## src/sv/rmms_pkg.sv

```systemverilog
// Shared constants and types for the running min/max/mean/deviation block.
package rmms_pkg;

  localparam int unsigned SAMPLE_WIDTH_DEF = 16;
  localparam int unsigned COUNT_WIDTH_DEF  = 16;
  localparam int unsigned ROW_WIDTH        = 16;
  localparam int unsigned FRAC_BITS        = 8;

  typedef enum logic [1:0] {
    STATUS_OK       = 2'd0,
    STATUS_EMPTY    = 2'd1,
    STATUS_OVERFLOW = 2'd2
  } status_e;

  typedef enum logic [2:0] {
    FIN_IDLE,
    FIN_MUL_N,
    FIN_MUL_MAG,
    FIN_SQRT,
    FIN_MEAN_ADD,
    FIN_MEAN_DIV,
    FIN_DEV_DIV,
    FIN_DONE
  } fin_state_e;

  typedef struct packed {
    logic                 close;
    logic                 last;
    logic                 overflow;
    logic [ROW_WIDTH-1:0] row;
  } close_t;

endpackage

```

## src/sv/running_min_max_mean_stddev_top.sv

```systemverilog
// Top level of the running min/max/mean/stddev block: accumulator, finisher, result register.
//
//  channel  dir  tdata (low bit up)                              tuser                 tlast
//  s_axis   in   sample_value                                    has_sample, row_end   set_end
//  m_axis   out  minimum, maximum, spread, mean_q8, deviation_q8, status              last
//                sample_count, row_number
//  cfg      in   cfg_wdata_i = per_row_mode, written when cfg_we_i is high
//
// An item that closes no group leaves s_axis_tready high. An item that closes a group
// holds s_axis_tready low from its accept while the finisher runs its shared adder, and
// until its result is taken; an empty group goes straight to its result.
// One result can wait in the output register while m_axis stalls; a second finished
// result holds the finisher, and with it s_axis_tready, until that register frees.
// Reset clears all statistics, the row counter and per_row_mode.
module running_min_max_mean_stddev_top import rmms_pkg::*; #(
  parameter int unsigned SAMPLE_WIDTH = SAMPLE_WIDTH_DEF,
  parameter int unsigned COUNT_WIDTH  = COUNT_WIDTH_DEF,
  localparam int unsigned IN_W  = ((SAMPLE_WIDTH + 7) / 8) * 8,
  localparam int unsigned OUT_W = ((5*SAMPLE_WIDTH + COUNT_WIDTH + 2*FRAC_BITS + ROW_WIDTH + 7)
                                   / 8) * 8
) (
  input  logic             clk_i,
  input  logic             rst_ni,
  input  logic             cfg_we_i,
  input  logic             cfg_wdata_i,
  input  logic             s_axis_tvalid,
  output logic             s_axis_tready,
  input  logic [IN_W-1:0]  s_axis_tdata,   // sample_value
  input  logic [1:0]       s_axis_tuser,   // has_sample, row_end
  input  logic             s_axis_tlast,   // set_end
  output logic             m_axis_tvalid,
  input  logic             m_axis_tready,
  output logic [OUT_W-1:0] m_axis_tdata,   // min, max, spread, mean, dev, count, row
  output logic [1:0]       m_axis_tuser,   // status
  output logic             m_axis_tlast    // last
);

  localparam int unsigned SUM_W = SAMPLE_WIDTH + COUNT_WIDTH;
  localparam int unsigned SQ_W  = 2*SAMPLE_WIDTH + COUNT_WIDTH;
  localparam int unsigned Q_W   = SAMPLE_WIDTH + FRAC_BITS;

  logic                           item_acc;
  close_t                         close;
  logic signed [SAMPLE_WIDTH-1:0] acc_min, acc_max;
  logic [SUM_W-1:0]               acc_sum;
  logic [SQ_W-1:0]                acc_sumsq;
  logic [COUNT_WIDTH-1:0]         acc_count;

  logic                    fin_idle, fin_valid, load;
  status_e                 res_status;
  logic [SAMPLE_WIDTH-1:0] res_min, res_max, res_spread;
  logic [Q_W-1:0]          res_mean, res_dev;
  logic [COUNT_WIDTH-1:0]  res_count;
  logic [ROW_WIDTH-1:0]    res_row;
  logic                    res_last;

  logic             out_valid_q;
  logic [OUT_W-1:0] out_data_q;
  logic [1:0]       out_user_q;
  logic             out_last_q;

  assign s_axis_tready = fin_idle;
  assign item_acc      = s_axis_tvalid & fin_idle;

  rmms_accum #(
    .SAMPLE_WIDTH (SAMPLE_WIDTH),
    .COUNT_WIDTH  (COUNT_WIDTH)
  ) u_accum (
    .clk_i        (clk_i),
    .rst_ni       (rst_ni),
    .cfg_we_i     (cfg_we_i),
    .cfg_wdata_i  (cfg_wdata_i),
    .item_acc_i   (item_acc),
    .sample_i     (s_axis_tdata[SAMPLE_WIDTH-1:0]),
    .has_sample_i (s_axis_tuser[0]),
    .row_end_i    (s_axis_tuser[1]),
    .set_end_i    (s_axis_tlast),
    .close_o      (close),
    .min_o        (acc_min),
    .max_o        (acc_max),
    .sum_o        (acc_sum),
    .sumsq_o      (acc_sumsq),
    .count_o      (acc_count)
  );

  rmms_finish #(
    .SAMPLE_WIDTH (SAMPLE_WIDTH),
    .COUNT_WIDTH  (COUNT_WIDTH)
  ) u_finish (
    .clk_i       (clk_i),
    .rst_ni      (rst_ni),
    .close_i     (close),
    .min_i       (acc_min),
    .max_i       (acc_max),
    .sum_i       (acc_sum),
    .sumsq_i     (acc_sumsq),
    .count_i     (acc_count),
    .idle_o      (fin_idle),
    .res_valid_o (fin_valid),
    .res_take_i  (load),
    .status_o    (res_status),
    .min_o       (res_min),
    .max_o       (res_max),
    .spread_o    (res_spread),
    .mean_o      (res_mean),
    .dev_o       (res_dev),
    .count_o     (res_count),
    .row_o       (res_row),
    .last_o      (res_last)
  );

  assign load = fin_valid & (~out_valid_q | m_axis_tready);

  always_ff @(posedge clk_i or negedge rst_ni) begin
    if (!rst_ni) begin
      out_valid_q <= 1'b0;
    end else begin
      if (load) begin
        out_valid_q <= 1'b1;
      end else if (m_axis_tready) begin
        out_valid_q <= 1'b0;
      end
    end
  end

  always_ff @(posedge clk_i) begin
    if (load) begin
      out_data_q <= OUT_W'({res_row, res_count, res_dev, res_mean,
                            res_spread, res_max, res_min});
      out_user_q <= res_status;
      out_last_q <= res_last;
    end
  end

  assign m_axis_tvalid = out_valid_q;
  assign m_axis_tdata  = out_data_q;
  assign m_axis_tuser  = out_user_q;
  assign m_axis_tlast  = out_last_q;

endmodule

```

## src/sv/rmms_accum.sv

```systemverilog
// Group accumulator: min, max, sum, sum of squares, saturating count, row counter, mode.
module rmms_accum import rmms_pkg::*; #(
  parameter int unsigned SAMPLE_WIDTH = SAMPLE_WIDTH_DEF,
  parameter int unsigned COUNT_WIDTH  = COUNT_WIDTH_DEF
) (
  input  logic                                       clk_i,
  input  logic                                       rst_ni,
  input  logic                                       cfg_we_i,
  input  logic                                       cfg_wdata_i,
  input  logic                                       item_acc_i,
  input  logic signed [SAMPLE_WIDTH-1:0]             sample_i,
  input  logic                                       has_sample_i,
  input  logic                                       row_end_i,
  input  logic                                       set_end_i,
  output close_t                                     close_o,
  output logic signed [SAMPLE_WIDTH-1:0]             min_o,
  output logic signed [SAMPLE_WIDTH-1:0]             max_o,
  output logic [SAMPLE_WIDTH+COUNT_WIDTH-1:0]        sum_o,
  output logic [2*SAMPLE_WIDTH+COUNT_WIDTH-1:0]      sumsq_o,
  output logic [COUNT_WIDTH-1:0]                     count_o
);

  localparam int unsigned SUM_W = SAMPLE_WIDTH + COUNT_WIDTH;
  localparam int unsigned SQ_W  = 2*SAMPLE_WIDTH + COUNT_WIDTH;

  localparam logic signed [SAMPLE_WIDTH-1:0] SMAX = {1'b0, {(SAMPLE_WIDTH-1){1'b1}}};
  localparam logic signed [SAMPLE_WIDTH-1:0] SMIN = {1'b1, {(SAMPLE_WIDTH-1){1'b0}}};

  logic                           mode_q;
  logic signed [SAMPLE_WIDTH-1:0] min_q, min_d, max_q, max_d;
  logic [SUM_W-1:0]               sum_q, sum_d;
  logic [SQ_W-1:0]                sumsq_q, sumsq_d;
  logic [COUNT_WIDTH-1:0]         count_q, count_d;
  logic                           ovf_q, ovf_d;
  logic [ROW_WIDTH-1:0]           row_q, row_d;
  logic [SAMPLE_WIDTH-1:0]        smag;
  logic [2*SAMPLE_WIDTH-1:0]      sq;
  logic                           close;

  assign smag  = sample_i[SAMPLE_WIDTH-1] ? (~sample_i + 1'b1) : sample_i;
  assign sq    = smag * smag;
  assign close = item_acc_i & (mode_q ? (row_end_i | set_end_i) : set_end_i);

  always_comb begin
    min_d   = min_q;
    max_d   = max_q;
    sum_d   = sum_q;
    sumsq_d = sumsq_q;
    count_d = count_q;
    ovf_d   = ovf_q;
    if (item_acc_i && has_sample_i) begin
      if (sample_i < min_q) begin
        min_d = sample_i;
      end
      if (sample_i > max_q) begin
        max_d = sample_i;
      end
      if (count_q == '1) begin
        ovf_d = 1'b1;
      end else begin
        sum_d   = sum_q + {{COUNT_WIDTH{sample_i[SAMPLE_WIDTH-1]}}, sample_i};
        sumsq_d = sumsq_q + SQ_W'(sq);
        count_d = count_q + 1'b1;
      end
    end
    row_d = row_q;
    if (item_acc_i) begin
      if (set_end_i) begin
        row_d = '0;
      end else if (mode_q && row_end_i) begin
        row_d = row_q + 1'b1;
      end
    end
  end

  assign close_o.close    = close;
  assign close_o.last     = set_end_i;
  assign close_o.overflow = ovf_d;
  assign close_o.row      = mode_q ? row_q : '0;
  assign min_o   = min_d;
  assign max_o   = max_d;
  assign sum_o   = sum_d;
  assign sumsq_o = sumsq_d;
  assign count_o = count_d;

  always_ff @(posedge clk_i or negedge rst_ni) begin
    if (!rst_ni) begin
      mode_q  <= 1'b0;
      min_q   <= SMAX;
      max_q   <= SMIN;
      sum_q   <= '0;
      sumsq_q <= '0;
      count_q <= '0;
      ovf_q   <= 1'b0;
      row_q   <= '0;
    end else begin
      if (cfg_we_i) begin
        mode_q <= cfg_wdata_i;
      end
      row_q <= row_d;
      if (close) begin
        min_q   <= SMAX;
        max_q   <= SMIN;
        sum_q   <= '0;
        sumsq_q <= '0;
        count_q <= '0;
        ovf_q   <= 1'b0;
      end else begin
        min_q   <= min_d;
        max_q   <= max_d;
        sum_q   <= sum_d;
        sumsq_q <= sumsq_d;
        count_q <= count_d;
        ovf_q   <= ovf_d;
      end
    end
  end

endmodule

```

## src/sv/rmms_finish.sv

```systemverilog
// Group finisher: sequencer around one shared add/subtract unit (mul, isqrt, divides).
module rmms_finish import rmms_pkg::*; #(
  parameter int unsigned SAMPLE_WIDTH = SAMPLE_WIDTH_DEF,
  parameter int unsigned COUNT_WIDTH  = COUNT_WIDTH_DEF
) (
  input  logic                                       clk_i,
  input  logic                                       rst_ni,
  input  close_t                                     close_i,
  input  logic signed [SAMPLE_WIDTH-1:0]             min_i,
  input  logic signed [SAMPLE_WIDTH-1:0]             max_i,
  input  logic [SAMPLE_WIDTH+COUNT_WIDTH-1:0]        sum_i,
  input  logic [2*SAMPLE_WIDTH+COUNT_WIDTH-1:0]      sumsq_i,
  input  logic [COUNT_WIDTH-1:0]                     count_i,
  output logic                                       idle_o,
  output logic                                       res_valid_o,
  input  logic                                       res_take_i,
  output status_e                                    status_o,
  output logic [SAMPLE_WIDTH-1:0]                    min_o,
  output logic [SAMPLE_WIDTH-1:0]                    max_o,
  output logic [SAMPLE_WIDTH-1:0]                    spread_o,
  output logic [SAMPLE_WIDTH+FRAC_BITS-1:0]          mean_o,
  output logic [SAMPLE_WIDTH+FRAC_BITS-1:0]          dev_o,
  output logic [COUNT_WIDTH-1:0]                     count_o,
  output logic [ROW_WIDTH-1:0]                       row_o,
  output logic                                       last_o
);

  localparam int unsigned SUM_W = SAMPLE_WIDTH + COUNT_WIDTH;
  localparam int unsigned SQ_W  = 2*SAMPLE_WIDTH + COUNT_WIDTH;
  localparam int unsigned D_W   = 2*SAMPLE_WIDTH + 2*COUNT_WIDTH;
  localparam int unsigned R_W   = D_W/2 + FRAC_BITS;
  localparam int unsigned RM_W  = R_W + 2;
  localparam int unsigned NW1   = SUM_W + FRAC_BITS + 2;
  localparam int unsigned Q_W   = SAMPLE_WIDTH + FRAC_BITS;
  localparam int unsigned AW    = D_W;
  localparam int unsigned CNT_W = $clog2(NW1);

  fin_state_e state_q, state_d;
  logic [CNT_W-1:0]        cnt_q, cnt_d;
  logic [COUNT_WIDTH-1:0]  n_q, n_d;
  logic [SQ_W-1:0]         sumsq_q, sumsq_d;
  logic [SUM_W-1:0]        mag_q, mag_d, sum_mag;
  logic                    neg_q, neg_d;
  logic [SAMPLE_WIDTH-1:0] min_q, min_d, max_q, max_d;
  logic                    ovf_q, ovf_d, last_q, last_d, empty_q, empty_d;
  logic [ROW_WIDTH-1:0]    row_q, row_d;
  logic [D_W-1:0]          acc_q, acc_d, aux_q, aux_d;
  logic [R_W-1:0]          root_q, root_d;
  logic [RM_W-1:0]         rem_q, rem_d;
  logic [NW1-1:0]          quo_q, quo_d, q_next, q_neg;
  logic [COUNT_WIDTH:0]    div_q, div_d;
  logic [Q_W-1:0]          mean_q, mean_d;

  logic [AW-1:0] alu_a, alu_b;
  logic          alu_sub;
  logic [AW:0]   alu_r;
  logic          ge;
  logic          cnt_end;

  assign sum_mag = sum_i[SUM_W-1] ? (~sum_i + 1'b1) : sum_i;
  assign cnt_end = (cnt_q == '0);

  // shared adder: carry out high on subtract means a >= b
  assign alu_r = {1'b0, alu_a} + {1'b0, (alu_sub ? ~alu_b : alu_b)} + (AW+1)'(alu_sub);
  assign ge    = alu_r[AW];

  assign q_next = {quo_q[NW1-2:0], ge};
  assign q_neg  = ~q_next + 1'b1;

  always_comb begin
    alu_a   = '0;
    alu_b   = '0;
    alu_sub = 1'b0;
    case (state_q)
      FIN_MUL_N: begin
        alu_a = acc_q << 1;
        alu_b = quo_q[COUNT_WIDTH-1] ? AW'(sumsq_q) : '0;
      end
      FIN_MUL_MAG: begin
        alu_a   = acc_q;
        alu_b   = rem_q[0] ? aux_q : '0;
        alu_sub = 1'b1;
      end
      FIN_SQRT: begin
        alu_a   = AW'({rem_q[RM_W-3:0], acc_q[D_W-1:D_W-2]});
        alu_b   = AW'({root_q, 2'b01});
        alu_sub = 1'b1;
      end
      FIN_MEAN_ADD: begin
        alu_a = AW'({mag_q, {(FRAC_BITS+1){1'b0}}});
        alu_b = AW'(n_q);
      end
      FIN_MEAN_DIV, FIN_DEV_DIV: begin
        alu_a   = AW'({rem_q[RM_W-2:0], quo_q[NW1-1]});
        alu_b   = AW'(div_q);
        alu_sub = 1'b1;
      end
      default: begin
        alu_a = '0;
      end
    endcase
  end

  always_comb begin
    state_d = state_q;
    cnt_d   = cnt_q;
    n_d     = n_q;
    sumsq_d = sumsq_q;
    mag_d   = mag_q;
    neg_d   = neg_q;
    min_d   = min_q;
    max_d   = max_q;
    ovf_d   = ovf_q;
    last_d  = last_q;
    empty_d = empty_q;
    row_d   = row_q;
    acc_d   = acc_q;
    aux_d   = aux_q;
    root_d  = root_q;
    rem_d   = rem_q;
    quo_d   = quo_q;
    div_d   = div_q;
    mean_d  = mean_q;
    case (state_q)
      FIN_IDLE: begin
        if (close_i.close) begin
          n_d     = count_i;
          sumsq_d = sumsq_i;
          neg_d   = sum_i[SUM_W-1];
          mag_d   = sum_mag;
          min_d   = min_i;
          max_d   = max_i;
          ovf_d   = close_i.overflow;
          last_d  = close_i.last;
          row_d   = close_i.row;
          empty_d = (count_i == '0);
          acc_d   = '0;
          quo_d   = NW1'(count_i);
          aux_d   = D_W'(sum_mag);
          rem_d   = RM_W'(sum_mag);
          cnt_d   = CNT_W'(COUNT_WIDTH - 1);
          state_d = (count_i == '0) ? FIN_DONE : FIN_MUL_N;
        end
      end
      FIN_MUL_N: begin
        acc_d = alu_r[AW-1:0];
        quo_d = quo_q << 1;
        cnt_d = cnt_q - 1'b1;
        if (cnt_end) begin
          cnt_d   = CNT_W'(SUM_W - 1);
          state_d = FIN_MUL_MAG;
        end
      end
      FIN_MUL_MAG: begin
        acc_d = alu_r[AW-1:0];
        aux_d = aux_q << 1;
        rem_d = rem_q >> 1;
        cnt_d = cnt_q - 1'b1;
        if (cnt_end) begin
          rem_d   = '0;
          root_d  = '0;
          cnt_d   = CNT_W'(R_W - 1);
          state_d = FIN_SQRT;
        end
      end
      FIN_SQRT: begin
        acc_d = acc_q << 2;
        if (ge) begin
          rem_d  = alu_r[RM_W-1:0];
          root_d = {root_q[R_W-2:0], 1'b1};
        end else begin
          rem_d  = {rem_q[RM_W-3:0], acc_q[D_W-1:D_W-2]};
          root_d = {root_q[R_W-2:0], 1'b0};
        end
        cnt_d = cnt_q - 1'b1;
        if (cnt_end) begin
          state_d = FIN_MEAN_ADD;
        end
      end
      FIN_MEAN_ADD: begin
        quo_d   = alu_r[NW1-1:0];
        rem_d   = '0;
        div_d   = {n_q, 1'b0};
        cnt_d   = CNT_W'(NW1 - 1);
        state_d = FIN_MEAN_DIV;
      end
      FIN_MEAN_DIV, FIN_DEV_DIV: begin
        quo_d = q_next;
        rem_d = ge ? alu_r[RM_W-1:0] : {rem_q[RM_W-2:0], quo_q[NW1-1]};
        cnt_d = cnt_q - 1'b1;
        if (cnt_end) begin
          if (state_q == FIN_MEAN_DIV) begin
            mean_d  = neg_q ? q_neg[Q_W-1:0] : q_next[Q_W-1:0];
            quo_d   = NW1'(root_q);
            rem_d   = '0;
            div_d   = {1'b0, n_q};
            cnt_d   = CNT_W'(NW1 - 1);
            state_d = FIN_DEV_DIV;
          end else begin
            state_d = FIN_DONE;
          end
        end
      end
      FIN_DONE: begin
        if (res_take_i) begin
          state_d = FIN_IDLE;
        end
      end
      default: begin
        state_d = FIN_IDLE;
      end
    endcase
  end

  always_ff @(posedge clk_i or negedge rst_ni) begin
    if (!rst_ni) begin
      state_q <= FIN_IDLE;
    end else begin
      state_q <= state_d;
    end
  end

  always_ff @(posedge clk_i) begin
    cnt_q   <= cnt_d;
    n_q     <= n_d;
    sumsq_q <= sumsq_d;
    mag_q   <= mag_d;
    neg_q   <= neg_d;
    min_q   <= min_d;
    max_q   <= max_d;
    ovf_q   <= ovf_d;
    last_q  <= last_d;
    empty_q <= empty_d;
    row_q   <= row_d;
    acc_q   <= acc_d;
    aux_q   <= aux_d;
    root_q  <= root_d;
    rem_q   <= rem_d;
    quo_q   <= quo_d;
    div_q   <= div_d;
    mean_q  <= mean_d;
  end

  assign idle_o      = (state_q == FIN_IDLE);
  assign res_valid_o = (state_q == FIN_DONE);
  assign status_o    = empty_q ? STATUS_EMPTY : (ovf_q ? STATUS_OVERFLOW : STATUS_OK);
  assign min_o       = empty_q ? '0 : min_q;
  assign max_o       = empty_q ? '0 : max_q;
  assign spread_o    = empty_q ? '0 : (max_q - min_q);
  assign mean_o      = empty_q ? '0 : mean_q;
  assign dev_o       = empty_q ? '0 : quo_q[Q_W-1:0];
  assign count_o     = empty_q ? '0 : n_q;
  assign row_o       = row_q;
  assign last_o      = last_q;

endmodule
```

## config.mk

```make
export PLATFORM = sky130hd
export DESIGN_NAME = running_min_max_mean_stddev_top
export DESIGN_NICKNAME = d
export VERILOG_FILES = /design/src/sv/rmms_pkg.sv /design/src/sv/running_min_max_mean_stddev_top.sv /design/src/sv/rmms_accum.sv /design/src/sv/rmms_finish.sv
export SDC_FILE = /design/constraint.sdc
export NUM_CORES = 2
export LEC_CHECK = 0
export ABC_AREA = 1
export BUFFER_PORTS_ARGS = -buffer_cell sky130_fd_sc_hd__buf_2
export CORE_ASPECT_RATIO = 0.6
export CORE_MARGIN = 2
export CORE_UTILIZATION = 35
export CTS_CLUSTER_SIZE = 16
export DETAILED_ROUTE_END_ITERATION = 12
export HOLD_SLACK_MARGIN = 0.03
export SYNTH_ARGS = -nofsm -noshare
export SYNTH_HDL_FRONTEND = slang
export SYNTH_SLANG_ARGS = --single-unit
```

## constraint.sdc

```tcl
create_clock -name clk_i -period 9.25 [get_ports clk_i]
set_input_delay 1.3875 -clock clk_i [delete_from_list [all_inputs] [get_ports clk_i]]
set_output_delay 1.3875 -clock clk_i [all_outputs]
set_load 0.02 [all_outputs]
```

==> metrics.md <==
| Metric | Value |
|---|---|
| Status | `finished, final reports clean` |
| Post-Syn Area | `51000 um^2` |
| GRT Total Usage | `22.7%` |
| Bufs and invs on worst path | `12` |
| Share of cells above drive strength 1 | `under 10%` |
| Min-delay worst type | `flip-flop to flip-flop` |
| Crit share post-route | `about 93%` |
| Post-synth top area cell | `edfxtp_1` |
| Crit path DAT | `9.03 ns` |
| H-tree lvl count | `3` |
| Async SR Flop Fraction | `20.6%` |
| Clock tree buffer depth | `3` |
| Final Core Density | `39.5%` |
| Synthesized area per cell | `8.28 um^2` |
| CTS clk-pin slew, worst paths | `~0.060 ns` |
| Drt via density | `approximately 5.3` |
| Count leader, synth | `nand2_1` |
| Yosys Warn Count | `0` |
| Die X | `just under 500 um` |
| Top-area cell type share of the netlist area | `34.1%` |
| Drt total wl | `171 mm` |
| Grt ovf | `0` |
| Fmax | `116 MHz` |
| Area grow syn2layout | `12.1%` |
| Critical Path Start Type | `input pin` |
| Initial core utilization | `35.2%` |
| DR iter-0 viols | `5121` |
| Critical path peak fanout | `5` |
| Global placer's final weighted congestion | `0.995` |
| Post-synth EDFFs | `between 500 and 600` |
| Vias in the first global route | `41400` |
| Pre-antenna DRT Iters | `7` |
| Tmin final | `~8.6 ns` |
| Root Driver | `clkbuf_16` |
| Post-synthesis register bit count | `728` |
| Antenna violations before repair | `9` |
| CTS resizes | `0` |
| Most used cell along the critical path | `inv_1` |
| Boundary Pins | `158` |
| Post-CTS setup buffer count | `0` |
| First-pass GRT wire length | `257 mm` |
| # rows | `108` |
| # Max-Cap Violations | `0` |
| Setup Viol. Count Final | `0` |
| Max-slew violation count | `0` |
| Routed WL per cell | `20.6 um` |
| CP endpoint kind | `flip-flop` |
| TritonCTS clock tree | `built` |
| Die height | `300 um` |
| Top post-synthesis cells by area | `edfxtp_1 34%, nand2_1 9.9%, inv_1 8.3%` |
| Core outline area | `145000 um^2` |
| DRC Markers | `0` |
| Die area | `149000 um^2` |
| Measured slew at the worst slew-check pin | `1.15 ns` |
| Main synth FF type | `edfxtp_1` |
| Placed insts | `8157` |
| Hold-fix buffers, CTS | `0` |
| Critical path class | `input pin to flip-flop` |
| Post-Syn Instances | `6152` |
| Clk_skew | `0.0735 ns` |
| Port bufs | `157` |
| Sequential cell area fraction in the yosys report | `41.5%` |
| CP max stage delay | `between 0.5 and 0.6 ns` |
| Crit-path leading delay family | `adder cells` |
| Critical-path cell with the highest stage delay | `fa_1` |
| Layout net count | `6785` |
| Hpwl dp | `132 mm` |
| TritonCTS Buffers | `76` |
| Clk_lat worst skew | `between 0.7 and 0.8 ns` |
| Slew margin rel. | `around a quarter` |
| Num Clock Sinks | `728` |
| Worst EP required | `9.68 ns` |
| Post-synth top cells | `1347 x nand2_1, 1131 x inv_1, 647 x nor2_1, 578 x edfxtp_1, 352 x o21ai_0` |
| Via count | `43600` |
| Fin cells | `8300` |
| Unrepaired setup endpoints after global routing | `no` |
| Post-DRT Antenna Nets | `0` |
| Pin count of the biggest net entering global routing | `149` |
| Final hold vios | `0` |
| Netlist cell types | `72` |
==> metrics by stage <==
| step | hold WS [ns] | TNS [ns] | setup slack (ns) | instance area, um^2 |
|---|---|---|---|---|
| finish | 0.421 | 0 | 0.654 | 57100 |
| global route | 0.424 | 0 | 0.00835 | 57100 |
| CTS | 0.418 | 0 | 0.590 | 57100 |
| detailed placement | 0.405 | -0.398 | -0.125 | 54400 |
| global placement | 0.406 | 0 | 0.0839 | 54400 |
| floorplan | 0.400 | 0 | 0.376 | 51000 |
==> routing by layer <==
metal	routed length [um]	global-route usage (%)	vias up
li1	-	-	20400
met1	80600	35.3	20900
met4	2800	3.79	8
met3	24700	9.55	202
met2	62300	28.8	2101
met5	233	1.02	-
==> layout make-up <==
cell class | count | area, um^2
Antenna cell | 3 | 7.51
Clock buffer | 95 | 2050
Clock inverter | 45 | 656
Fill cell | 14700 | 87500
Inverter | 1148 | 4310
Multi-Input combinational cell | 4087 | 24800
Sequential cell | 728 | 21100
Tap cell | 1925 | 2410
Timing Repair Buffer | 269 | 1700
==> flip-flops by register name, summed over array words and instances, names as in the netlist, 40 cells and up <==
register / cells
u_finish.sumsq_q: 48
u_finish.acc_q: 64
u_finish.root_q: 40
u_accum.sumsq_q: 48
m_axis_tdata: 128
u_finish.rem_q: 42
u_finish.aux_q: 64
u_finish.quo_q: 42
==> layout by cell type, fill, tap and decap left out, drive strengths merged, types with 176 or more instances in the layout <==
cell type and count:
ha 252, inv 1147, buf 269, a21oi 299
nand2 1366, fa 198, o21ai 377, edfxtp 578
nor2 663, nand3 176
==> path summary, 6_finish.rpt <==
check	from	endpoint	slack [ns]	depth (start not counted)
max in group asynchronous	rst_ni	u_accum.max_q[12]	7.51	2
setup reg to reg	u_finish.state_q[0]	u_finish.mean_q[20]	1.43	35
hold reg to reg	u_finish.row_o[9]	m_axis_tdata[121]	0.42	0
min in group asynchronous	rst_ni	u_accum.row_q[14]	0.62	1
setup / recovery	s_axis_tdata[0]	u_finish.sumsq_q[37]	0.65	36
hold / removal	u_finish.row_o[9]	m_axis_tdata[121]	0.42	0
==> cells by family (layout without fill, tap and decap cells) <==
group                      Yosys count  in the layout  synth area share, %
buffers and inverters             1346           1557                 10.1
DFF                                728            728                 41.5
and+or+nand+nor                   2423           2423                 19.6
muxes                                1              1               0.0221
other                                2             14               0.0147
xor gates and xnor gates           147            147                 2.56
adders and majority gates          450            450                 14.0
AOI/OAI and AO/OA                 1055           1055                 12.3
Power is left out: the tool's default activity adds up to more than one toggle a clock period on the data nets, which glitch-free logic cannot reach.
